--- config.mk ---
export PLATFORM = sky130hd
export DESIGN_NAME = cdgs_ctrl
export DESIGN_NICKNAME = d
export VERILOG_FILES = /design/src/rtl/cdgs_pkg.sv /design/src/rtl/cdgs_ctrl.sv
export SDC_FILE = /design/constraint.sdc
export NUM_CORES = 1
export LEC_CHECK = 0
export BUFFER_PORTS_ARGS = -buffer_cell sky130_fd_sc_hd__buf_2
export CAP_MARGIN = 20
export CELL_PAD_IN_SITES_DETAIL_PLACEMENT = 1
export CELL_PAD_IN_SITES_GLOBAL_PLACEMENT = 1
export CORE_AREA = 5 5 42 44
export DETAILED_ROUTE_END_ITERATION = 10
export DIE_AREA = 0 0 47 49
export PLACE_DENSITY = 0.37
export SETUP_SLACK_MARGIN = 0.05
export SYNTH_ARGS = -nofsm -noshare
export SYNTH_HDL_FRONTEND = slang
export SYNTH_SLANG_ARGS = --single-unit
--- constraint.sdc ---
create_clock -name clk -period 1.1 [get_ports clk]
set_clock_uncertainty 0.1 [all_clocks]
set_input_delay 0.165 -clock clk [delete_from_list [all_inputs] [get_ports clk]]
set_output_delay 0.165 -clock clk [all_outputs]
set_load 0.05 [all_outputs]
--- src/rtl/cdgs_pkg.sv ---
`timescale 1ns / 1ps
// ----------------------------------------------------------------------------
// Cyclic dominance grid spread: shared package
// Grid dimensions, field widths, type and command codes, the controller to
// datapath command and status structs, and the dominance helper functions.
// ----------------------------------------------------------------------------
package cdgs_pkg;

  // Grid storage dimensions.
  localparam int MAX_WIDTH  = 128;
  localparam int MAX_HEIGHT = 128;
  localparam int X_W    = (MAX_WIDTH > 1) ? $clog2(MAX_WIDTH) : 1;
  localparam int Y_W    = (MAX_HEIGHT > 1) ? $clog2(MAX_HEIGHT) : 1;
  localparam int XC_W   = $clog2(MAX_WIDTH + 1);
  localparam int YC_W   = $clog2(MAX_HEIGHT + 1);
  localparam int DEPTH  = MAX_WIDTH * MAX_HEIGHT;
  localparam int ADDR_W = (DEPTH > 1) ? $clog2(DEPTH) : 1;

  // Fixed field widths.
  localparam int POS_W     = 7;
  localparam int CFG_W     = 8;
  localparam int TYPE_W    = 2;
  localparam int DIR_W     = 2;
  localparam int ENTRY_W   = 4;
  localparam int CFG_IDX_W = 1;

  // Common widths for comparing port positions against the grid size.
  localparam int CX_W = (XC_W > POS_W) ? XC_W : POS_W;
  localparam int CY_W = (YC_W > POS_W) ? YC_W : POS_W;

  // Layout of one grid entry: type in the low bits, then lock and stamp.
  localparam int ENT_LOCK  = 2;
  localparam int ENT_STAMP = 3;

  localparam logic [CFG_W-1:0] GRID_SIZE_RESET = CFG_W'(100);

  // Cell types.
  localparam logic [TYPE_W-1:0] TYPE_EMPTY  = 2'd0;
  localparam logic [TYPE_W-1:0] TYPE_NORMAL = 2'd1;
  localparam logic [TYPE_W-1:0] TYPE_IMMUNE = 2'd2;
  localparam logic [TYPE_W-1:0] TYPE_TOXIC  = 2'd3;

  // Spread directions.
  localparam logic [DIR_W-1:0] DIR_UP    = 2'd0;
  localparam logic [DIR_W-1:0] DIR_DOWN  = 2'd1;
  localparam logic [DIR_W-1:0] DIR_LEFT  = 2'd2;
  localparam logic [DIR_W-1:0] DIR_RIGHT = 2'd3;

  // Item kinds.
  localparam logic KIND_PLACE = 1'b0;
  localparam logic KIND_VISIT = 1'b1;

  // Configuration register indexes.
  localparam logic [CFG_IDX_W-1:0] REG_GRID_WIDTH  = 1'b0;
  localparam logic [CFG_IDX_W-1:0] REG_GRID_HEIGHT = 1'b1;

  // Commands from the controller to the datapath.
  typedef struct packed {
    logic clr_step;  // write one cleared entry of the clearing pass
    logic start;     // take the transaction and read its cell
    logic eval;      // act on the cell just read
    logic spread;    // act on the neighbour just read
    logic finish;    // load the result register
  } cdgs_cmd_t;

  // Status from the datapath to the controller.
  typedef struct packed {
    logic clr_last;     // clearing pass is at its last entry
    logic need_spread;  // visited cell will try to take its neighbour
    logic out_busy;     // result register is full and not being taken
  } cdgs_stat_t;

  // True if attacker type a conquers defender type d.
  function automatic logic beats(logic [TYPE_W-1:0] a, logic [TYPE_W-1:0] d);
    return (a == TYPE_TOXIC  && d == TYPE_NORMAL) ||
           (a == TYPE_IMMUNE && d == TYPE_TOXIC)  ||
           (a == TYPE_NORMAL && d == TYPE_IMMUNE);
  endfunction

  // An empty cell is always taken; an occupied one only if beaten.
  function automatic logic can_take(logic [TYPE_W-1:0] a, logic [TYPE_W-1:0] d);
    return (d == TYPE_EMPTY) || beats(a, d);
  endfunction

  // Row-major address of a cell.
  function automatic logic [ADDR_W-1:0] cell_addr(logic [X_W-1:0] x, logic [Y_W-1:0] y);
    logic [31:0] a;
    a = 32'(y) * 32'(MAX_WIDTH) + 32'(x);
    return a[ADDR_W-1:0];
  endfunction

  // Effective column count: zero reads as one, too large as the maximum.
  function automatic logic [XC_W-1:0] eff_width(logic [CFG_W-1:0] v);
    logic [XC_W-1:0] r;
    if (v == '0) begin
      r = XC_W'(1);
    end else if (int'(v) > MAX_WIDTH) begin
      r = XC_W'(MAX_WIDTH);
    end else begin
      r = XC_W'(v);
    end
    return r;
  endfunction

  // Effective row count, clamped the same way.
  function automatic logic [YC_W-1:0] eff_height(logic [CFG_W-1:0] v);
    logic [YC_W-1:0] r;
    if (v == '0) begin
      r = YC_W'(1);
    end else if (int'(v) > MAX_HEIGHT) begin
      r = YC_W'(MAX_HEIGHT);
    end else begin
      r = YC_W'(v);
    end
    return r;
  endfunction

endpackage

--- src/rtl/cdgs_ctrl.sv ---
`timescale 1ns / 1ps
// ----------------------------------------------------------------------------
// Cyclic dominance grid spread: controller
// Sequences the clearing pass after reset and the memory phases of each
// transaction: cell read, cell update with neighbour read, neighbour update.
// ----------------------------------------------------------------------------
module cdgs_ctrl (
  input  logic                  clk,
  input  logic                  rst_n,
  input  logic                  in_valid,
  output logic                  in_ready,
  input  cdgs_pkg::cdgs_stat_t  stat,
  output cdgs_pkg::cdgs_cmd_t   cmd
);
  import cdgs_pkg::*;

  typedef enum logic [1:0] {
    S_CLEAR,
    S_IDLE,
    S_EVAL,
    S_SPREAD
  } state_t;

  state_t state_r, state_nxt;

  // Next state and commands.
  always_comb begin
    state_nxt = state_r;
    in_ready  = 1'b0;
    cmd       = '0;
    unique case (state_r)
      S_CLEAR: begin
        cmd.clr_step = 1'b1;
        if (stat.clr_last) begin
          state_nxt = S_IDLE;
        end
      end
      S_IDLE: begin
        in_ready = 1'b1;
        if (in_valid) begin
          cmd.start = 1'b1;
          state_nxt = S_EVAL;
        end
      end
      S_EVAL: begin
        // A spreading visit updates its cell at once; the result comes later.
        if (stat.need_spread) begin
          cmd.eval  = 1'b1;
          state_nxt = S_SPREAD;
        end else if (!stat.out_busy) begin
          cmd.eval   = 1'b1;
          cmd.finish = 1'b1;
          state_nxt  = S_IDLE;
        end
      end
      S_SPREAD: begin
        if (!stat.out_busy) begin
          cmd.spread = 1'b1;
          cmd.finish = 1'b1;
          state_nxt  = S_IDLE;
        end
      end
    endcase
  end

  // State register; reset starts the clearing pass.
  always_ff @(posedge clk) begin
    if (!rst_n) begin
      state_r <= S_CLEAR;
    end else begin
      state_r <= state_nxt;
    end
  end

endmodule

Word-level counts from Yosys, hierarchy flattened. Cells that the tools add are included.

Flip-flop bits (word level): 2. Bits in latches: 0. Bits in writable memories: 0. Memory bits (read-only): 0. Input port bits: 6. Output and inout bits: 6. Word-level logic and storage cells: 24. Memories: 0.

Add/subtract/negate cells: 0. $mul: 0. Div/mod/pow operators: 0. $lt $le $gt $ge: 0. Equality and inequality tests: 5. Shift-type cells: 0. Muxes and demuxes: 16. Bitwise logic cells: 0. Reductions and logical operators: 2.

Operators with widths (count): $mux 2 (5); $mux 1 (9); $pmux 2 s4 (1); $eq 2x2->1 const B (2); $ne 2x2->1 const B (2); $eq 2x1->1 const B (1); $logic_not 2->1 (1); $pmux 1 s2 (1); $reduce_and 2->1 (1).

Longest topological paths before layout. Gate-level depths: netlist (run 1).

Depth after elaboration: 3. Gate-level depth with buffers: 3. Mapped depth without buffers: 3.

Worst setup path after synthesis (run 1). No wires, ideal clock.

Path type: reg2out. From: reg state_r[0]. To: out cmd[3] in the netlist's numbering. Arrival time: 1695 ps. Required time: 835 ps. Slack: -860 ps. Cell stages (with the launch flop): 3. Path buffers: 0. Path through: dfxtp_1 > nor2b_1 > and2_1.

RTL lines: start, declared (line cdgs_ctrl.sv:24) `state_t state_r, state_nxt;`; start signal, assigned (line cdgs_ctrl.sv:71) `state_r <= state_nxt;`; end, declared (line cdgs_ctrl.sv:13) `output cdgs_pkg::cdgs_cmd_t cmd`.

==> summary.md, run 1 <==
| Metric | Value |
|---|---|
| Register area | ~48 µm² |
| Startpoint Class | flop |
| Overall Power | 489 µW |
| Pwr dens | 1200 nW/µm² |
| Clock buffer count from CTS | 3 |
| Fillers | 171 |
| Setup TNS | -987 ps |
| Finished Cell Area | 409 µm² |
| Sink Count | 2 |
| Arrival @ worst endpoint | between 1000 and 1500 ps |
| Width of the chip | 47 µm |
| All-Layer GR Usage | ~6.6% |
| Multi-input logic area | 155 µm² |
| Area after DPL | between 200 and 300 µm² |
| Setup WS pre-CTS | -107 ps |
| Row count | 14 |
| Worst-path cell chain | nor2b_4 -> nor3b_4 -> buf_6 |
| Nets | 45 |
| Slowest library cell on the worst path | dfxtp_4 |
| Cells after synthesis | 16 |
| Fin crit period | 1300 ps |
| HPWL Detailed | 450 µm |
| Syn avg cell area | 8.45 µm² |
| Clock-pin slew on the worst setup and hold paths | roughly 40 ps |
| N_diodes | 0 |
| Antenna violations before repair | 0 |
| Htree depth | 1 |
| Setup CP Type | reg -> out |
| Final worst slack | -197 ps |
| Biggest regs | state_r: 2 flops |
| Drt total wl | between 500 and 600 µm |
| Worst ir drop on vdd | 0.000264 V |
| GRT overflow | 0 |
| Die ar. | 2300 µm² |
| Crit-path max FO | 6 |
| I/O Pins | 12 |
| Max reg flops | 2 |
| Area Growth Syn to Fin | 203% |
| Syn_nets | 22 |
| Die H | 49 µm |
| Post-CTS Hold Fix Bufs | 0 |
| Synth Warn # | 0 |
| Final setup viols | 6 |
| MaxCap Viol Count | 0 |
| Worst Path Buf+Inv | 1 |
| Worst skew pair latency | ~230 ps |
| DP Cell Count | 46 |
| Status | finished, violations left |
| Crit-path max cell delay | 370 ps |
| RSZ-0062 raised after global routing | true |
| Failing checks | setup timing |
| Critical path's top delay family | flip-flops |
| Hold crit path type | in -> reg |
| Non-filler cells, final | 54 |
| Sequential share of the synthesized area | roughly 30% |
| Fin. Hold Viols | 0 |
| Root Buffer | clkbuf_4 |
| Commonest non-fill, non-tap cell in the layout | buf_4 |
| FMAX | 771 MHz |
| Initial Util | about a tenth |
| Initial drt markers | 0 |
| Cell area after synthesis | 135 µm² |
| Clk buf depth | 2 |
| Pin count of the biggest net entering global routing | 7 |
| Distinct cell type count after synthesis | 10 |
| DRT Pass-1 Iters | 1 |
| Max-slew violations | 0 |
| Worst-Margin Slew | 174 ps |
| DRC violations left | 0 |
| #FFs+latches synth | 2 |
| Core Box Area | 1400 µm² |
| Vias in the first global route | 278 |
| Buffers added on ports | 11 |
| LEAKAGE | 0.000191 µW |
| Detail Route Antenna Nets | 0 |
| Rel. slew slack | around 90% |
| Required @ worst endpoint | 830 ps |
| RePlAce Congestion | 0.651 |
| Share of layout cells above drive strength 1 | 86.8% |
| Critical Path Sink Type | primary output |
| CTS tree | built |
| Fin crit share | 118% |
| Most frequent cells in the layout | buf_4 (6), buf_2 (5), buf_6 (4) |
| Register bank with the most flops | state_r |
| Vias | 204 |
| Vias per std cell | ~3.8 |
| First-pass GRT wire length | 1100 µm |
| DR WL/cell | 11.0 µm |
synthesized netlist by cell type (all sizes together):
cell    instances  area, µm²
and2            1       6.26
nor2b           3       18.8
o221a           1       11.3
nor3b           2       20.0
nand2b          2       12.5
a21oi           2       10.0
nor2            2       7.51
dfxtp           2       40.0
and3b           1       8.76
path summary, 6_finish.rpt:
path,start,endpoint,slack [ps],depth (start not counted)
min reg2reg,state_r[1]$_SDFFE_PN0P_,state_r[0]$_SDFFE_PN0P_,610,2
max,state_r[0]$_SDFFE_PN0P_,cmd[0],-200,3
min,rst_n,state_r[0]$_SDFFE_PN0P_,90,2
max reg2reg,state_r[0]$_SDFFE_PN0P_,state_r[0]$_SDFFE_PN0P_,20,3
through the flow:
stage	utilization, %	hold slack [ps]
after floorplan	-	196
after global placement	19.1	328
after detailed placement	19.1	331
after CTS	28.8	87.0
after global routing	29.2	96.6
final	29.2	90.9
what timing repair did:
action / in CTS / in global routing
resized for setup: 22 / 1
buffers inserted: 4 / 1
endpoints found under the setup margin: 7 / 8
endpoints found under the hold margin: 0 / 0
pin swaps: 3 / 1
cell families (layout without fill, tap and decap cells):
group / count (synthesis) / in the layout / share of synthesized area, %
and+or+nand+nor: 11 / 11 / 54.6
AOI/OAI and AO/OA: 3 / 3 / 15.7
DFF: 2 / 2 / 29.6
buffers and inverters: 0 / 22 / 0
layout make-up:
cell class              instances  area share (%)
well taps                      16            4.89
repair buffers                 18            39.1
flip-flops and latches          2            11.6
multi-input cells              14            37.9
clock buffers                   4            6.42
power by group:
part | switching, µW | internal, µW
Sequential | 16.3 | 80.3
Combinational | 105 | 108
Clock | 44.8 | 135
layer usage:
| layer | wire length [µm] | up-vias | GRT usage [%] |
|---|---|---|---|
| met1 | 217 | 96 | 7.22 |
| met5 | 0 | - | 0 |
| met2 | 328 | 8 | 10.2 |
| li1 | - | 100 | - |
| met4 | 0 | 0 | 4.15 |
| met3 | 47 | 0 | 2.58 |
No activity file was read; power rests on OpenSTA's default activity.
==> run 2: changes to the inputs <==
--- a/config.mk
+++ b/config.mk
@@ -5,6 +5,7 @@
 export SDC_FILE = /design/constraint.sdc
 export NUM_CORES = 1
 export LEC_CHECK = 0
+export ABC_AREA = 1
 export BUFFER_PORTS_ARGS = -buffer_cell sky130_fd_sc_hd__buf_2
 export CAP_MARGIN = 20
 export CELL_PAD_IN_SITES_DETAIL_PLACEMENT = 1
@@ -12,7 +13,7 @@
 export CORE_AREA = 5 5 42 44
 export DETAILED_ROUTE_END_ITERATION = 10
 export DIE_AREA = 0 0 47 49
-export PLACE_DENSITY = 0.37
+export PLACE_DENSITY = 0.41
 export SETUP_SLACK_MARGIN = 0.05
 export SYNTH_ARGS = -nofsm -noshare
 export SYNTH_HDL_FRONTEND = slang
==> summary.md, run 2 <==
| Metric | Value |
|---|---|
| R2R Path Start | state_r[1]$_SDFFE_PN0P_ |
| Max-slew violations | 0 (unchanged) |
| Antenna violations before repair | 0 (unchanged) |
| Fillers | 182 (+6.4%) |
| Pwr dens | 1160 nW/µm² (-3.0%) |
| Clk buf depth | 2 (unchanged) |
| Core Util, Final | 32.0% (+2.8 points) |
| Syn_nets | 33 (+50%) |
| Worst-Margin Slew | 256 ps (+81.9 ps) |
| GRT overflow | 0 (unchanged) |
| Top cells by area, synth | dfxtp_1 (29%), nor2_1 (21%), nand2_1 (19%) |
| Width of the chip | 47 µm (unchanged) |
| Area Growth Syn to Fin | 220% |
| Row count | 14 (unchanged) |
| DR WL/cell | 8.74 µm (-20%) |
| MaxCap Viol Count | 0 (unchanged) |
| Area after DPL | 350 µm² (+31%) |
| Root Buffer | clkbuf_4 |
| Worst setup endpoint | cmd[2] |
| Setup CP Type | reg -> out |
| Fin Hold WS | 68.4 ps (-22.5 ps) |
| Status | finished, violations left |
| Required @ worst endpoint | 830 ps (about the same) |
| Fin crit period | 1310 ps (+11.1 ps) |
| List of most frequent post-synthesis cells | nor2_1 (8), nand2_1 (7), inv_1 (5) |
| Die ar. | 2300 µm² (unchanged) |
| Synth Warn # | 0 (unchanged) |
| Failing checks | setup timing |
| Final worst slack | -208 ps (-11.1 ps) |
| Sequential share of the synthesized area | 28.6% (-1.1 points) |
| Cell area after synthesis | 140 µm² (+3.7%) |
| HPWL Detailed | 468 µm (+3.8%) |
| Startpoint Class | flop |
| Crit-path max FO | 4 (-2) |
| R2R cell count | 6 (+3) |
| Post-CTS Hold Fix Bufs | 0 (unchanged) |
| CTS tree | built |
| #FFs+latches synth | 2 (unchanged) |
| Reg2reg setup slack | 40 ps (+20 ps) |
| Die H | 49 µm (unchanged) |
| Biggest regs | state_r: 2 flops |
| Core Box Area | 1400 µm² (unchanged) |
| Buffers added on ports | 11 (unchanged) |
| Vias per std cell | 3.66 (-3.1%) |
| Max reg flops | 2 (unchanged) |
| I/O Pins | 12 (unchanged) |
| Initial drt markers | 0 (unchanged) |
| Worst skew pair latency | 230 ps (about the same) |
| RSZ-0062 raised after global routing | true |
| DRT Pass-1 Iters | 1 (unchanged) |
| Most frequent cells in the layout | nor2_4 (5), nand2_1 (5), buf_2 (5), buf_6 (5), nor2_1 (4) |
| Overall Power | 520 µW (+6.2%) |
| Htree depth | 1 (unchanged) |
| Rel. slew slack | 82.9% (-5.5 points) |
| Hold crit path type | in -> reg |
| Fin. Hold Viols | 0 (unchanged) |
| RePlAce Congestion | 0.622 (-4.5%) |
| Pin count of the biggest net entering global routing | 6 (-1) |
| Arrival @ worst endpoint | 1040 ps (about the same) |
| Critical Path Sink Type | primary output |
| Final setup viols | 6 (unchanged) |
| Reg2reg end | state_r[0]$_SDFFE_PN0P_ |
| Async S/R FF share, synth | 0% (unchanged) |
| Critical Path Source | state_r[0]$_SDFFE_PN0P_ |
| Syn avg cell area | 5.19 µm² (-39%) |
| Worst ir drop on vdd | 0.000495 V (+87%) |
| Setup TNS | -997 ps (-9.84 ps) |
| Leading area contributor after synthesis | dfxtp_1 |
| Vias | 238 (+17%) |
| Clock buffer count from CTS | 3 (unchanged) |
| LEAKAGE | 0.000204 µW (+7.0%) |
| Share of layout cells above drive strength 1 | 71.4% (-15 points) |
| Register bank with the most flops | state_r |
| Initial Util | 10.0% (+0.36 points) |
| Cells after synthesis | 27 (+11) |
| All-Layer GR Usage | 5.98% (-0.63 points) |
| Finished Cell Area | 448 µm² (+9.5%) |
| Area share of the largest cell type after synthesis | 28.6% (-1.1 points) |
| Number of synthesized flops with an enable pin | 0 (unchanged) |
| Nets | 56 (+24%) |
| Clock-pin slew on the worst setup and hold paths | 30 ps (about the same) |
| Vias in the first global route | 246 (-12%) |
| Fin crit share | 119% (+1.0 points) |
| Drt total wl | 568 µm (-4.2%) |
| FMAX | 765 MHz (-0.85%) |
| First-pass GRT wire length | 945 µm (-14%) |
| Detail Route Antenna Nets | 0 (unchanged) |
| DRC violations left | 0 (unchanged) |
| Most common cell in the synthesized netlist | nor2_1 |
| N_diodes | 0 (unchanged) |
| Sink Count | 2 (unchanged) |
| Top_reg_cell synth | dfxtp_1 |
| Distinct cell type count after synthesis | 9 (-1) |
run 2: changes by cell type in the layout (fill, tap and decap cells not counted), sizes merged:
cell	previous run	this run
nand2	0	7
nand2b	2	0
nor2b	3	0
o221a	1	0
clkinvlp	0	1
nor3b	2	0
a21oi	2	1
inv	0	5
nor2	2	9
and3b	1	0
o21ai	0	1
and2	1	0
nor3	0	1
run 2: kinds of logic (layout without fill, tap and decap cells):
kind of cell           count (synthesis)  in the layout  share of synthesized area (%)
AND/OR/NAND/NOR                       17             17                           48.2
AO/OA/AOI/OAI                          2              2                           7.14
flip-flops                             2              2                           28.6
buffers and inverters                  6             28                           16.1
run 2: area by class of cell:
cell class	instances	area, µm²	share of cell area (%)
Clock buffer	4	26.3	5.87
Inverter	6	31.3	6.98
Multi-Input combinational cell	19	129	28.8
Sequential cell	2	47.5	10.6
Tap cell	16	20.0	4.47
Timing Repair Buffer	18	194	43.3
run 2: metal layers:
layer / up-vias / GRT usage, % / wire length (µm)
met3: 0 / 1.85 / 40
li1: 122 / - / -
met5: - / 0 / 0
met2: 5 / 9.95 / 355
met1: 111 / 4.60 / 172
met4: 0 / 6.91 / 0
run 2: how the worst min path moves through the flow:
stage          cells after the start   from  slack, ps                      end
2_1_floorplan                      2  rst_n        180  state_r[1]$_SDFFE_PN0P_
3_3_place_gp                       3  rst_n        310  state_r[1]$_SDFFE_PN0P_
3_5_place_dp                       3  rst_n        310  state_r[1]$_SDFFE_PN0P_
4_1_cts                            3  rst_n         60  state_r[1]$_SDFFE_PN0P_
5_1_grt                            3  rst_n         80  state_r[1]$_SDFFE_PN0P_
6_report                           3  rst_n         70  state_r[1]$_SDFFE_PN0P_
run 2: per-stage QoR:
step | worst slack (ps) | std cells
after CTS | -226 | 63
final | -208 | 65
after global routing | -259 | 65
after detailed placement | -81.8 | 59
after global placement | -79.0 | 59
after floorplan | -30.6 | 27
run 2: critical path: stages, from the launching register on:
cell and delay [ps]:
dfxtp_4 360, buf_12 130, nor3_4 160, buf_6 180
run 2: report_power, final:
group / switching, µW / internal [µW] / total (µW)
clock: 45.6 / 135 / 181
sequential: 11.6 / 80.1 / 91.8
combinational: 129 / 118 / 248
run 2: repair_timing:
item                                   in CTS  in global routing
buffers inserted                            0                  2
endpoints found under the hold margin       0                  0
resized for setup                          17                  1
setup endpoints to repair                   7                  7
pin swaps                                   3                  3
